## config.mk

```make
export PLATFORM = sky130hd
export DESIGN_NAME = audio_difference_sharpener
export DESIGN_NICKNAME = d
export VERILOG_FILES = /design/src/hw/rtl/ads_pkg.sv /design/src/hw/rtl/ads_hist_ram.sv /design/src/hw/rtl/audio_difference_sharpener.sv
export SDC_FILE = /design/constraint.sdc
export NUM_CORES = 2
export LEC_CHECK = 0
export BUFFER_PORTS_ARGS = -buffer_cell sky130_fd_sc_hd__buf_4
export CELL_PAD_IN_SITES_DETAIL_PLACEMENT = 0
export CELL_PAD_IN_SITES_GLOBAL_PLACEMENT = 2
export CORE_MARGIN = 2
export CORE_UTILIZATION = 26
export DETAILED_ROUTE_END_ITERATION = 10
export PLACE_DENSITY_LB_ADDON = 0.12
export SYNTH_ARGS = -nofsm -noshare
export SYNTH_HDL_FRONTEND = slang
export SYNTH_SLANG_ARGS = --single-unit
```

## constraint.sdc

```tcl
create_clock -name clk -period 12.1 [get_ports clk]
set_input_delay 3.025 -clock clk [delete_from_list [all_inputs] [get_ports clk]]
set_output_delay 3.025 -clock clk [all_outputs]
set_load 0.02 [all_outputs]
```

## src/hw/rtl/ads_pkg.sv

```systemverilog
package ads_pkg;

    localparam int ADS_MAX_CHANNELS = 8;

    localparam int SAMPLE_W = 64;
    localparam int GAIN_W   = 16;
    localparam int FMT_W    = 3;
    localparam int CNT_W    = 4;
    localparam int CFG_IDX_W = 2;

    // Configuration register indexes.
    localparam logic [CFG_IDX_W-1:0] CFG_SAMPLE_FORMAT = 2'd0;
    localparam logic [CFG_IDX_W-1:0] CFG_CHANNEL_COUNT = 2'd1;
    localparam logic [CFG_IDX_W-1:0] CFG_GAIN          = 2'd2;

    // Sample format codes.
    localparam logic [FMT_W-1:0] FMT_S8  = 3'd0;
    localparam logic [FMT_W-1:0] FMT_U8  = 3'd1;
    localparam logic [FMT_W-1:0] FMT_S16 = 3'd2;
    localparam logic [FMT_W-1:0] FMT_U16 = 3'd3;
    localparam logic [FMT_W-1:0] FMT_S32 = 3'd4;
    localparam logic [FMT_W-1:0] FMT_U32 = 3'd5;
    localparam logic [FMT_W-1:0] FMT_S64 = 3'd6;
    localparam logic [FMT_W-1:0] FMT_U64 = 3'd7;

    // Format limits, held as 65-bit signed values so every format fits.
    localparam logic signed [64:0] LIM_S8_MIN  = -65'sd128;
    localparam logic signed [64:0] LIM_S8_MAX  = 65'sd127;
    localparam logic signed [64:0] LIM_U8_MAX  = 65'sd255;
    localparam logic signed [64:0] LIM_S16_MIN = -65'sd32768;
    localparam logic signed [64:0] LIM_S16_MAX = 65'sd32767;
    localparam logic signed [64:0] LIM_U16_MAX = 65'sd65535;
    localparam logic signed [64:0] LIM_S32_MIN = -65'sd2147483648;
    localparam logic signed [64:0] LIM_S32_MAX = 65'sd2147483647;
    localparam logic signed [64:0] LIM_U32_MAX = 65'sd4294967295;
    localparam logic signed [64:0] LIM_S64_MIN = 65'h1_8000_0000_0000_0000;
    localparam logic signed [64:0] LIM_S64_MAX = 65'h0_7FFF_FFFF_FFFF_FFFF;
    localparam logic signed [64:0] LIM_U64_MAX = 65'h0_FFFF_FFFF_FFFF_FFFF;

    localparam logic signed [64:0] LIM_ZERO = 65'sd0;

    function automatic logic [SAMPLE_W-1:0] fmt_mask(input logic [FMT_W-1:0] fmt);
        logic [SAMPLE_W-1:0] m;
        unique case (fmt[2:1])
            2'd0:    m = 64'h0000_0000_0000_00FF;
            2'd1:    m = 64'h0000_0000_0000_FFFF;
            2'd2:    m = 64'h0000_0000_FFFF_FFFF;
            default: m = 64'hFFFF_FFFF_FFFF_FFFF;
        endcase
        return m;
    endfunction

    // Raw sample bits to a 65-bit signed value in the given format.
    function automatic logic signed [64:0] fmt_decode(input logic [SAMPLE_W-1:0] raw,
                                                      input logic [FMT_W-1:0] fmt);
        logic [SAMPLE_W-1:0] m;
        logic [SAMPLE_W-1:0] v;
        logic                sb;
        logic                neg;
        m = fmt_mask(fmt);
        v = raw & m;
        unique case (fmt[2:1])
            2'd0:    sb = v[7];
            2'd1:    sb = v[15];
            2'd2:    sb = v[31];
            default: sb = v[63];
        endcase
        neg = !fmt[0] && sb;
        if (neg)
        begin
            v = v | ~m;
        end
        return $signed({neg, v});
    endfunction

    function automatic logic signed [64:0] fmt_lim_hi(input logic [FMT_W-1:0] fmt);
        logic signed [64:0] l;
        unique case (fmt)
            FMT_S8:  l = LIM_S8_MAX;
            FMT_U8:  l = LIM_U8_MAX;
            FMT_S16: l = LIM_S16_MAX;
            FMT_U16: l = LIM_U16_MAX;
            FMT_S32: l = LIM_S32_MAX;
            FMT_U32: l = LIM_U32_MAX;
            FMT_S64: l = LIM_S64_MAX;
            FMT_U64: l = LIM_U64_MAX;
            default: l = LIM_U64_MAX;
        endcase
        return l;
    endfunction

    function automatic logic signed [64:0] fmt_lim_lo(input logic [FMT_W-1:0] fmt);
        logic signed [64:0] l;
        unique case (fmt)
            FMT_S8:  l = LIM_S8_MIN;
            FMT_S16: l = LIM_S16_MIN;
            FMT_S32: l = LIM_S32_MIN;
            FMT_S64: l = LIM_S64_MIN;
            default: l = LIM_ZERO;
        endcase
        return l;
    endfunction

endpackage

```

## src/hw/rtl/ads_hist_ram.sv

```systemverilog
module ads_hist_ram #(
    parameter int DEPTH  = ads_pkg::ADS_MAX_CHANNELS,
    parameter int ADDR_W = 3
) (
    input  logic                          clk,
    input  logic                          rd_en,
    input  logic [ADDR_W-1:0]             rd_addr,
    output logic [ads_pkg::SAMPLE_W-1:0]  rd_data,
    input  logic                          wr_en,
    input  logic [ADDR_W-1:0]             wr_addr,
    input  logic [ads_pkg::SAMPLE_W-1:0]  wr_data
);
    import ads_pkg::*;

    logic [SAMPLE_W-1:0] mem [DEPTH];
    logic [SAMPLE_W-1:0] rd_data_reg;

    // A read and a write to the same entry in one cycle return the old contents.
    always_ff @(posedge clk)
    begin
        if (rd_en)
        begin
            rd_data_reg <= mem[rd_addr];
        end
        if (wr_en)
        begin
            mem[wr_addr] <= wr_data;
        end
    end

    assign rd_data = rd_data_reg;

endmodule

```

## src/hw/rtl/audio_difference_sharpener.sv

```systemverilog
// Difference sharpener for interleaved audio: each sample x of channel c becomes
// x + gain*(x - previous sample of c), gain in signed Q8.8, truncated toward zero
// and clamped to the configured format (tuser of the result flags a clamp). The
// block takes one item per clock unless a held result backs up to the input, and
// passes each item through stage 1, stage 2, stage 3 and the output register; a
// held result stalls only the full stages behind it, so the input stops once
// four items are waiting. Per-channel history sits in a small RAM that is read
// and rewritten in the cycle an item is accepted, so consecutive items need no
// interlock. An item with buffer_start set restarts the channel count, and the
// first frame of each buffer passes through unchanged while loading the history.
// Configuration may only be written while no item is in flight.
module audio_difference_sharpener #(
    parameter int MAX_CHANNELS = ads_pkg::ADS_MAX_CHANNELS
) (
    input  logic                            clk,
    input  logic                            rst_n,
    input  logic                            s_tvalid,
    output logic                            s_tready,
    input  logic [63:0]                     s_tdata,   // [63:0] sample_in
    input  logic                            s_tuser,   // [0] buffer_start
    output logic                            m_tvalid,
    input  logic                            m_tready,
    output logic [63:0]                     m_tdata,   // [63:0] sample_out
    output logic                            m_tuser,   // [0] saturated
    input  logic                            cfg_valid,
    output logic                            cfg_ready,
    input  logic [ads_pkg::CFG_IDX_W-1:0]   cfg_index,
    input  logic [15:0]                     cfg_data
);
    import ads_pkg::*;

    localparam int CH_W = (MAX_CHANNELS > 1) ? $clog2(MAX_CHANNELS) : 1;

    // Configuration registers.
    logic [FMT_W-1:0]         fmt_reg;
    logic [CNT_W-1:0]         cnt_reg;
    logic signed [GAIN_W-1:0] gain_reg;

    assign cfg_ready = 1'b1;

    always_ff @(posedge clk or negedge rst_n)
    begin
        if (!rst_n)
        begin
            fmt_reg  <= FMT_S16;
            cnt_reg  <= 4'd2;
            gain_reg <= 16'sd256;
        end
        else if (cfg_valid && cfg_ready)
        begin
            unique case (cfg_index)
                CFG_SAMPLE_FORMAT: fmt_reg  <= cfg_data[FMT_W-1:0];
                CFG_CHANNEL_COUNT: cnt_reg  <= cfg_data[CNT_W-1:0];
                CFG_GAIN:          gain_reg <= $signed(cfg_data);
                default:           ;
            endcase
        end
    end

    // Pipeline flow control.
    logic v1_reg, v2_reg, v3_reg, vo_reg;
    logic en1, en2, en3, en_o;
    logic accept;

    assign en_o     = !vo_reg || m_tready;
    assign en3      = !v3_reg || en_o;
    assign en2      = !v2_reg || en3;
    assign en1      = !v1_reg || en2;
    assign s_tready = en1;
    assign accept   = s_tvalid && s_tready;

    // Channel tracking.
    logic [CH_W-1:0] idx_reg, idx_next;
    logic            first_reg, first_next;
    logic [CH_W-1:0] ch;
    logic            first_cur;
    logic [6:0]      nch;
    logic [6:0]      idx_inc;

    always_comb
    begin
        if (cnt_reg == '0)
        begin
            nch = 7'd1;
        end
        else if (7'(cnt_reg) > 7'(MAX_CHANNELS))
        begin
            nch = 7'(MAX_CHANNELS);
        end
        else
        begin
            nch = 7'(cnt_reg);
        end

        ch        = s_tuser ? '0 : idx_reg;
        first_cur = s_tuser ? 1'b1 : first_reg;
        idx_inc   = 7'(ch) + 7'd1;

        idx_next   = idx_reg;
        first_next = first_reg;
        if (accept)
        begin
            if (idx_inc >= nch)
            begin
                idx_next   = '0;
                first_next = 1'b0;
            end
            else
            begin
                idx_next   = idx_inc[CH_W-1:0];
                first_next = first_cur;
            end
        end
    end

    always_ff @(posedge clk or negedge rst_n)
    begin
        if (!rst_n)
        begin
            idx_reg   <= '0;
            first_reg <= 1'b1;
        end
        else
        begin
            idx_reg   <= idx_next;
            first_reg <= first_next;
        end
    end

    // History RAM: read the previous sample and store the new one together.
    logic [SAMPLE_W-1:0] in_masked;
    logic [SAMPLE_W-1:0] prev_raw;

    assign in_masked = s_tdata & fmt_mask(fmt_reg);

    ads_hist_ram #(
        .DEPTH  (MAX_CHANNELS),
        .ADDR_W (CH_W)
    ) u_hist (
        .clk     (clk),
        .rd_en   (en1),
        .rd_addr (ch),
        .rd_data (prev_raw),
        .wr_en   (accept),
        .wr_addr (ch),
        .wr_data (in_masked)
    );

    // Valid bits.
    always_ff @(posedge clk or negedge rst_n)
    begin
        if (!rst_n)
        begin
            v1_reg <= 1'b0;
            v2_reg <= 1'b0;
            v3_reg <= 1'b0;
            vo_reg <= 1'b0;
        end
        else
        begin
            if (en1)  v1_reg <= s_tvalid;
            if (en2)  v2_reg <= v1_reg;
            if (en3)  v3_reg <= v2_reg;
            if (en_o) vo_reg <= v3_reg;
        end
    end

    // Stage 1: decoded sample, pass-through value, first-frame flag.
    logic signed [64:0]  s1_x_reg;
    logic [SAMPLE_W-1:0] s1_pass_reg;
    logic                s1_first_reg;

    always_ff @(posedge clk)
    begin
        if (en1)
        begin
            s1_x_reg     <= fmt_decode(s_tdata, fmt_reg);
            s1_pass_reg  <= in_masked;
            s1_first_reg <= first_cur;
        end
    end

    // Stage 2: difference and two partial products of gain*d.
    logic signed [65:0]  d;
    logic signed [49:0]  pp_lo;
    logic signed [48:0]  pp_hi;
    logic signed [64:0]  s2_x_reg;
    logic signed [49:0]  s2_pplo_reg;
    logic signed [48:0]  s2_pphi_reg;
    logic [SAMPLE_W-1:0] s2_pass_reg;
    logic                s2_first_reg;

    assign d     = 66'(s1_x_reg) - 66'(fmt_decode(prev_raw, fmt_reg));
    assign pp_lo = 50'(gain_reg) * 50'($signed({1'b0, d[32:0]}));
    assign pp_hi = 49'(gain_reg) * 49'($signed(d[65:33]));

    always_ff @(posedge clk)
    begin
        if (en2)
        begin
            s2_x_reg     <= s1_x_reg;
            s2_pplo_reg  <= pp_lo;
            s2_pphi_reg  <= pp_hi;
            s2_pass_reg  <= s1_pass_reg;
            s2_first_reg <= s1_first_reg;
        end
    end

    // Stage 3: 256*x + gain*d, exact.
    logic signed [81:0]  t_sum;
    logic signed [81:0]  s3_t_reg;
    logic [SAMPLE_W-1:0] s3_pass_reg;
    logic                s3_first_reg;

    assign t_sum = (82'(s2_x_reg) <<< 8) + 82'(s2_pplo_reg) + (82'(s2_pphi_reg) <<< 33);

    always_ff @(posedge clk)
    begin
        if (en3)
        begin
            s3_t_reg     <= t_sum;
            s3_pass_reg  <= s2_pass_reg;
            s3_first_reg <= s2_first_reg;
        end
    end

    // Output stage: divide by 256 toward zero, then clamp.
    logic signed [73:0]  y;
    logic signed [73:0]  lim_hi;
    logic signed [73:0]  lim_lo;
    logic [SAMPLE_W-1:0] out_mask;
    logic [SAMPLE_W-1:0] out_data_next;
    logic                out_sat_next;
    logic [SAMPLE_W-1:0] out_data_reg;
    logic                out_sat_reg;

    always_comb
    begin
        y        = s3_t_reg[81:8] + 74'(s3_t_reg[81] && (s3_t_reg[7:0] != 8'd0));
        lim_hi   = 74'(fmt_lim_hi(fmt_reg));
        lim_lo   = 74'(fmt_lim_lo(fmt_reg));
        out_mask = fmt_mask(fmt_reg);
        priority if (s3_first_reg)
        begin
            out_data_next = s3_pass_reg;
            out_sat_next  = 1'b0;
        end
        else if (y < lim_lo)
        begin
            out_data_next = lim_lo[63:0] & out_mask;
            out_sat_next  = 1'b1;
        end
        else if (y > lim_hi)
        begin
            out_data_next = lim_hi[63:0] & out_mask;
            out_sat_next  = 1'b1;
        end
        else
        begin
            out_data_next = y[63:0] & out_mask;
            out_sat_next  = 1'b0;
        end
    end

    always_ff @(posedge clk)
    begin
        if (en_o)
        begin
            out_data_reg <= out_data_next;
            out_sat_reg  <= out_sat_next;
        end
    end

    assign m_tvalid = vo_reg;
    assign m_tdata  = out_data_reg;
    assign m_tuser  = out_sat_reg;

endmodule

```

==> run_results.csv <==
group,metric,value,unit
worst_setup_path,critical_path.startpoint_type,"flop",
finish,fill_cells,35900,
synthesis,synth_enable_flop_cells,1131,
finish,utilization,0.296,
grt,grt_first_pass_wirelength,476000,um
clocking,cts.htree.levels,4,
worst_setup_path,endpoint_kind,"flop",
worst_setup_path,crit_path_top_delay_cell,"sky130_fd_sc_hd__fa_1",
finish,synthToLayoutAreaGrowth,13.2,%
worst_setup_path,worst_r2r_startpoint,"fmt_reg[2]",
worst_setup_path,worstPathRequired,12620,ps
worst_setup_path,critical_path.top_delay_family,"compound AO/OA/AOI/OAI gates",
synthesis,postSynthCellCount,8319,
floorplanning,die_x,595,um
grt,top_usage_layer,"met2",
synthesis,yosysTopAreaCellShare,0.374,
synthesis,synth_cell_type_count,94,
clocking,holdBufCountCts,0,
floorplanning,boundaryPins,156,
sta,timing_hold_violations_final,0,
routing,final_antenna_net_count,0,
worst_setup_path,arr_time_crit_path,11990,ps
floorplanning,die_height,595,um
clocking,clock_tree_from_tritoncts,"built",
finish,layout-drive-gt1-share,0.0850,
sta,unrepaired_setup_endpoints_after_global_routing,"no",
grt,pin_count_of_the_biggest_net_entering_global_routing,124,
floorplanning,placementRows,216,
synthesis,post_synth_instance_area,90800,um^2
worst_setup_path,critical_path.startpoint,"fmt_reg[2]",
synthesis,yosys-top-cells-area,"sky130_fd_sc_hd__edfxtp_1 37%, sky130_fd_sc_hd__fa_1 22%, sky130_fd_sc_hd__ha_1 8.3%",
synthesis,yosys_register_bits,1162,
synthesis,ys.flop_type,"sky130_fd_sc_hd__edfxtp_1",
sta,worst_slew_margin_rel,-0.0127,
synthesis,share_of_synthesized_area_occupied_by_flip_flops_and_latches,0.383,
placement,gp_routability_congestion,0.830,
finish,layout.cell_area.non_filler,103000,um^2
status,run_status,"finished, violations left",
sta,finalClockSkew,70.7,ps
routing,via_per_inst,4.70,
floorplanning,core_area,347000,um^2
synthesis,synth_warnings,0,
floorplanning,initial_core_util,0.262,
clocking,cts-root-to-sink-buffers,4,
routing,detailedRoute.firstPassIterationCount,6,
clocking,clk_transition_reported_paths,60,ps
finish,most-common-layout-cells,"1178 x sky130_fd_sc_hd__nand2_1, 1164 x sky130_fd_sc_hd__inv_1, 1131 x sky130_fd_sc_hd__edfxtp_1",
sta,setup_tns,0,ps
status,failed_checks,"capacitance limit, slew limit",
clocking,cts_num_sinks,1162,
synthesis,synth_fp_nets,9992,
clocking,clk-insertion-delay-late,840,ps
worst_setup_path,critical_path.max_stage_delay,560,ps
grt,grt_antenna_before_repair,19,
sta,fmax,87.1,MHz
clocking,postCtsResizedCells,0,
worst_setup_path,crit_path_max_fanout,16,
grt,globalRouteMet2Util,0.317,
grt,grt_pass1_vias,66200,
finish,max_reg_flops,512,
sta,setup_viol,0,
sta,minimum_period_implied_by_the_final_worst_setup_slack,11480,ps
placement,detailed_placement_hpwl,243000,um
floorplanning,die-area,354000,um^2
routing,routed_wl,330000,um
synthesis,synth.largest_area_cell,"sky130_fd_sc_hd__edfxtp_1",
clocking,ctsRootBufferMaster,"sky130_fd_sc_hd__clkbuf_16",
grt,global_route.usage.met3,0.0206,
routing,initialDrtViolationCount,4031,
sta,tightest_slew,1500,ps
grt,grt_usage,0.184,
worst_setup_path,critical_path_class,"reg2reg",
routing,wire_per_inst,25.1,um
worst_setup_path,path_buf_inv,6,
finish,final_common_cell,"sky130_fd_sc_hd__nand2_1",
routing,route.vias.total,61800,
finish,design.final.nets,10100,
synthesis,mapped_avg_cell_area,10.9,um^2
worst_hold_path,hold_path.startpoint,"s1_pass_reg[14]",
clocking,cts_setup_buffers,0,
sta,report.final.slew_viol_count,2,
run,max-cap-violations,1,
worst_setup_path,worst_path_most_repeated_cell,"sky130_fd_sc_hd__fa_1",
synthesis,share_of_synthesized_flip_flops_with_an_asynchronous_set_or_reset,0.0267,
clocking,cts_made_buffers,148,
routing,drc,0,
placement,placed_area,98000,um^2
grt,groute.layer.met1.usage,0.249,
placement,io_buffers,154,
worst_hold_path,hold_path_class,"reg2reg",
grt,globalRoute.totalOverflow,0,
sta,finalCritPeriodShare,0.948,
sta,timing.hold.ws,392,ps
-- Yosys cell counts (all sizes together), types with 109 or more instances --
master  instances
nand3         136
xor2          109
nand2        1181
o21ai         232
and2          359
clkbuf        339
ha            603
a21oi         487
xnor2         181
nor2          218
edfxtp       1131
a21o          129
fa            982
inv          1167
-- worst reg2reg max path: cells and delay by family (launching register included) --
family                     cells  cell delay [ps]
AOI/OAI and AO/OA             18             5100
adders and majority gates      8             3850
buffers and inverters          6              920
DFF                            1              490
xor gates and xnor gates       2              490
and+or+nand+nor                4              340
-- per-stage QoR --
step | std cells | setup slack [ps]
finish | 13100 | 625
global route | 13100 | 2.05
CTS | 13100 | 306
detailed placement | 12900 | 369
global placement | 12900 | 417
floorplan | 8319 | -751
-- layout make-up --
cell class / count / area (um^2) / area share
tap: 4578 / 5730 / 0.0557
clock inverter: 78 / 843 / 0.00820
antenna: 3 / 7.51 / 0.0000730
sequential: 1162 / 34800 / 0.338
timing repair buffer: 340 / 2600 / 0.0253
inverter: 1169 / 4390 / 0.0427
multi-input combinational: 5630 / 50500 / 0.491
clock buffer: 188 / 3970 / 0.0386
-- kinds of logic after synthesis --
kind of cell,synth area share
and+or+nand+nor,0.122
adders and majority gates,0.300
buffers and inverters,0.0634
AOI/OAI and AO/OA,0.0875
DFF,0.383
xor gates and xnor gates,0.0280
muxes,0.0163
other,0.0000413
-- routing by layer --
metal | wire [um] | vias up
met5 | 0 | -
met4 | 6390 | 0
met3 | 12300 | 256
met2 | 161000 | 1197
met1 | 150000 | 32200
li1 | - | 28100
-- path summary, 6_finish.rpt --
kind / to / slack, ps / cells past startpoint
worst max-delay path: s2_pphi_reg[48] / 620 / 38
worst min-delay path: s2_pass_reg[14] / 390 / 0
worst max register to register: s2_pphi_reg[48] / 620 / 38
worst min register to register: s2_pass_reg[14] / 390 / 0
max in group asynchronous: gain_reg[10] / 9300 / 1
min in group asynchronous: idx_reg[2] / 2190 / 1
Power is not shown: default switching activity piles up to over one toggle a cycle in this logic, so the estimate is an artifact.
